`config.mk`:
```
export PLATFORM = sky130hd
export DESIGN_NAME = scca_ram
export DESIGN_NICKNAME = d
export VERILOG_FILES = /design/src/hw/rtl/scca_ram.sv
export SDC_FILE = /design/constraint.sdc
export NUM_CORES = 1
export LEC_CHECK = 0
export BUFFER_PORTS_ARGS = -buffer_cell sky130_fd_sc_hd__clkbuf_2
export CAP_MARGIN = 20
export CORE_UTILIZATION = 54
export CTS_CLUSTER_SIZE = 10
export DETAILED_ROUTE_END_ITERATION = 10
export PLACE_DENSITY = 0.72
export SETUP_SLACK_MARGIN = 0.5
export SYNTH_ARGS = -nofsm -noshare
export SYNTH_HDL_FRONTEND = slang
export SYNTH_SLANG_ARGS = --single-unit
```
`constraint.sdc`:
```
create_clock -name clk -period 1.7 [get_ports clk]
set_input_delay 0.17 -clock clk [delete_from_list [all_inputs] [get_ports clk]]
set_output_delay 0.17 -clock clk [all_outputs]
set_load 0.1 [all_outputs]
```
`src/hw/rtl/scca_ram.sv`:
```
// generic single-clock ram, one write port and one registered read port
`default_nettype none

module scca_ram #(
  parameter int WIDTH = 8,
  parameter int DEPTH = 16
) (
  input  wire logic                                   clk,
  input  wire logic                                   wr_en,
  input  wire logic [((DEPTH > 1) ? $clog2(DEPTH) : 1)-1:0] wr_addr,
  input  wire logic [WIDTH-1:0]                       wr_data,
  input  wire logic [((DEPTH > 1) ? $clog2(DEPTH) : 1)-1:0] rd_addr,
  output logic      [WIDTH-1:0]                       rd_data
);

  logic [WIDTH-1:0] mem_r [DEPTH];
  logic [WIDTH-1:0] rd_data_r;

  always_ff @(posedge clk) begin
    if (wr_en) begin
      mem_r[wr_addr] <= wr_data;
    end
    rd_data_r <= mem_r[rd_addr];
  end

  assign rd_data = rd_data_r;

endmodule

`default_nettype wire

```
==> results.ini <==
[outcome]
outcome=completed

[hold_path]
hold_class=primary input to flip-flop

[timing]
finalCritPeriodShare=0.770
finClkSkew_ns=0.0100
fin_crit_ns=1.31
rsz0062_at_grt=true
maxSlewViolCount=0
relSlewSlack=0.671
setup_viol=0
fin_setup_tns_ns=0
worstMarginPinSlew_ns=0.493
finalHoldViolCount=0
fmax_mhz=764

[floorplan]
die_y_um=99.6
core-area_sq_um=9240
die_area_sq_um=9930
die_x_um=99.6
rows=35
start_util=0.557
io_pins=26

[cts]
clk_pin_slew_ns=0.06
cts_buffers=17
htreeDepth=4
clock_latency_ns=0.51
cts_root_buffer=clkbuf_8
ctsHoldBuffers=0
cts_sinks=136
clockBufferDepth=2
cts_tree=built
post-cts-setup-buffers=0

[grt]
grt_max_degree=33
use_met1=0.294
grt_use_met3=0.0499
met2_usage=0.353
grt_pass1_wl_um=15000
grt.total_usage=0.220
antenna_found_initial=0
gr-total-overflow=0
grt_pass1_vias=2596
gr-max-usage-layer=met2

[pwr]
power.switching_w=0.00176
power.share.sequential=0.483
p_clk_frac=0.437
swShare=0.224
intPower_w=0.00609
peakVddDrop_mv=0.746
power_density_nw_per_um2=1240
combPwrFrac=0.080
p_leak_nw=2.12

[setup_path]
critPathRequiredTime_ns=2.09
cp.arrival_ns=1.70
crit_path_top_delay_cell=mux4_2
worstSetupStartpointType=flip-flop
path_class=flip-flop to flip-flop
end_kind=flip-flop
path_cells=mux4_2, a22oi_2, nand2_1
crit_fanout=1
cp_slowest_stage_delay_ns=0.48

[yosys]
synth-main-ff-cell=edfxtp_1
ys_warn_count=0
ys_ff_latch=136
synth_area_leader_cell=edfxtp_1
yosysUniqueCellTypes=19
synth_most_common_cell=edfxtp_1
synth_edf_count=128
avgSynthCellArea_sq_um=22.5
synthCells=229
synth_top_cells_by_count=edfxtp_1, mux4_2, a22oi_1
synth_top_area_frac=0.747
netlist_top_cells_area=edfxtp_1, mux4_2, mux4_1
netlist_area_sq_um=5150
async_reset_ff_frac=0
synth-seq-area-share=0.778
syn_nets=247

[cells_and_area]
layout-drive-gt1-share=0.448
n_fill_cell=579
diodes=0
multi_input_area_sq_um=1090
fin_area_sq_um=6340
seq_area_sq_um=4020
final_nets=304
syn_to_final_growth_pct=23.2

[run]
maxCapViolCount=0

[place]
gp_congestion=0.701
io_buffer_count=25
dp_hpwl_um=5820
placed_cell_area_sq_um=5570

[detailed_routing]
postRouteAntennaNets=0
routed_wl_um=9720
avgRoutedWirePerCell_um=22.7
drcViolationCount=0
vias_per_cell=5.77
vias=2468
drt-pass1-iter-count=4
drtIter0Drc=211

==> power by group through the flow <==
stage	sequential, W	clock (W)	combinational (W)
floorplan	0.00400	0	0.000210
global placement	0.00384	0	0.000521
CTS	0.00379	0.00346	0.000628
detailed placement	0.00384	0	0.000531
global route	0.00380	0.00362	0.000660
finish	0.00379	0.00343	0.000630
==> state kept, by name (all words and copies together), names as in the netlist <==
name	flops
rd_data	8
mem_r	128
==> cell usage in the layout (no fill, tap or decap), drive strengths merged <==
| cell | n |
|---|---|
| a22oi | 16 |
| and2 | 1 |
| and2b | 1 |
| buf | 23 |
| bufinv | 2 |
| clkbuf | 42 |
| clkinv | 7 |
| clkinvlp | 5 |
| dfxtp | 8 |
| edfxtp | 128 |
| inv | 1 |
| mux4 | 32 |
| nand2 | 9 |
| nand2b | 2 |
| nand3 | 1 |
| nand3b | 2 |
| nor2 | 13 |
| nor2b | 1 |
| nor3 | 4 |
| or3b | 1 |
==> stage by stage <==
stage | hold slack [ns] | util | power [W] | std cells | setup WS [ns]
after global routing | 0.0998 | 0.687 | 0.00808 | 428 | 0.339
after detailed placement | 0.609 | 0.602 | 0.00437 | 396 | -0.00625
final | 0.0788 | 0.687 | 0.00786 | 428 | 0.391
after global placement | 0.576 | 0.602 | 0.00436 | 396 | 0.0114
after floorplan | 0.269 | - | 0.00421 | 229 | 0.427
after CTS | 0.0679 | 0.685 | 0.00788 | 428 | 0.413
==> kinds of logic (layout without fill, tap and decap cells) <==
group	count (synthesis)	after routing	share of synthesized area
AOI/OAI and AO/OA	16	16	0.0233
buffers and inverters	10	80	0.0168
DFF	136	136	0.778
muxes	32	32	0.150
and+or+nand+nor	35	35	0.0318
==> routing by layer <==
layer | up-vias | share of wire
li1 | 1081 | -
met3 | 6 | 0.056
met2 | 84 | 0.52
met1 | 1297 | 0.41
met5 | - | 0
met4 | 0 | 0.0075
==> path summary, 6_finish.rpt <==
kind	startpoint	end	slack (ns)	cells past startpoint
setup reg to reg	mem_r[10][1]	rd_data[1]	0.39	3
setup / recovery	mem_r[10][1]	rd_data[1]	0.39	3
hold reg to reg	mem_r[6][5]	rd_data[5]	0.68	3
hold / removal	wr_data[5]	mem_r[2][5]	0.08	1
==> worst max-delay path, delay by kind of cell (launching register included) <==
kind | cells | cell delay (ns)
AOI/OAI and AO/OA | 1 | 0.25
DFF | 1 | 0.37
muxes | 1 | 0.48
and+or+nand+nor | 1 | 0.09
==> timing repair <==
item,in CTS,in global routing
gates cloned,0,0
resized for setup,41,3
pin swaps,4,0
setup endpoints to repair,16,16
==> area by class of cell <==
type | count | share of cell area
Sequential cell | 136 | 0.633
Multi-Input combinational cell | 83 | 0.172
Timing Repair Buffer | 48 | 0.0801
Clock buffer | 17 | 0.0653
Tap cell | 129 | 0.0254
Clock inverter | 15 | 0.0243
(Power assumes the default switching activity.)
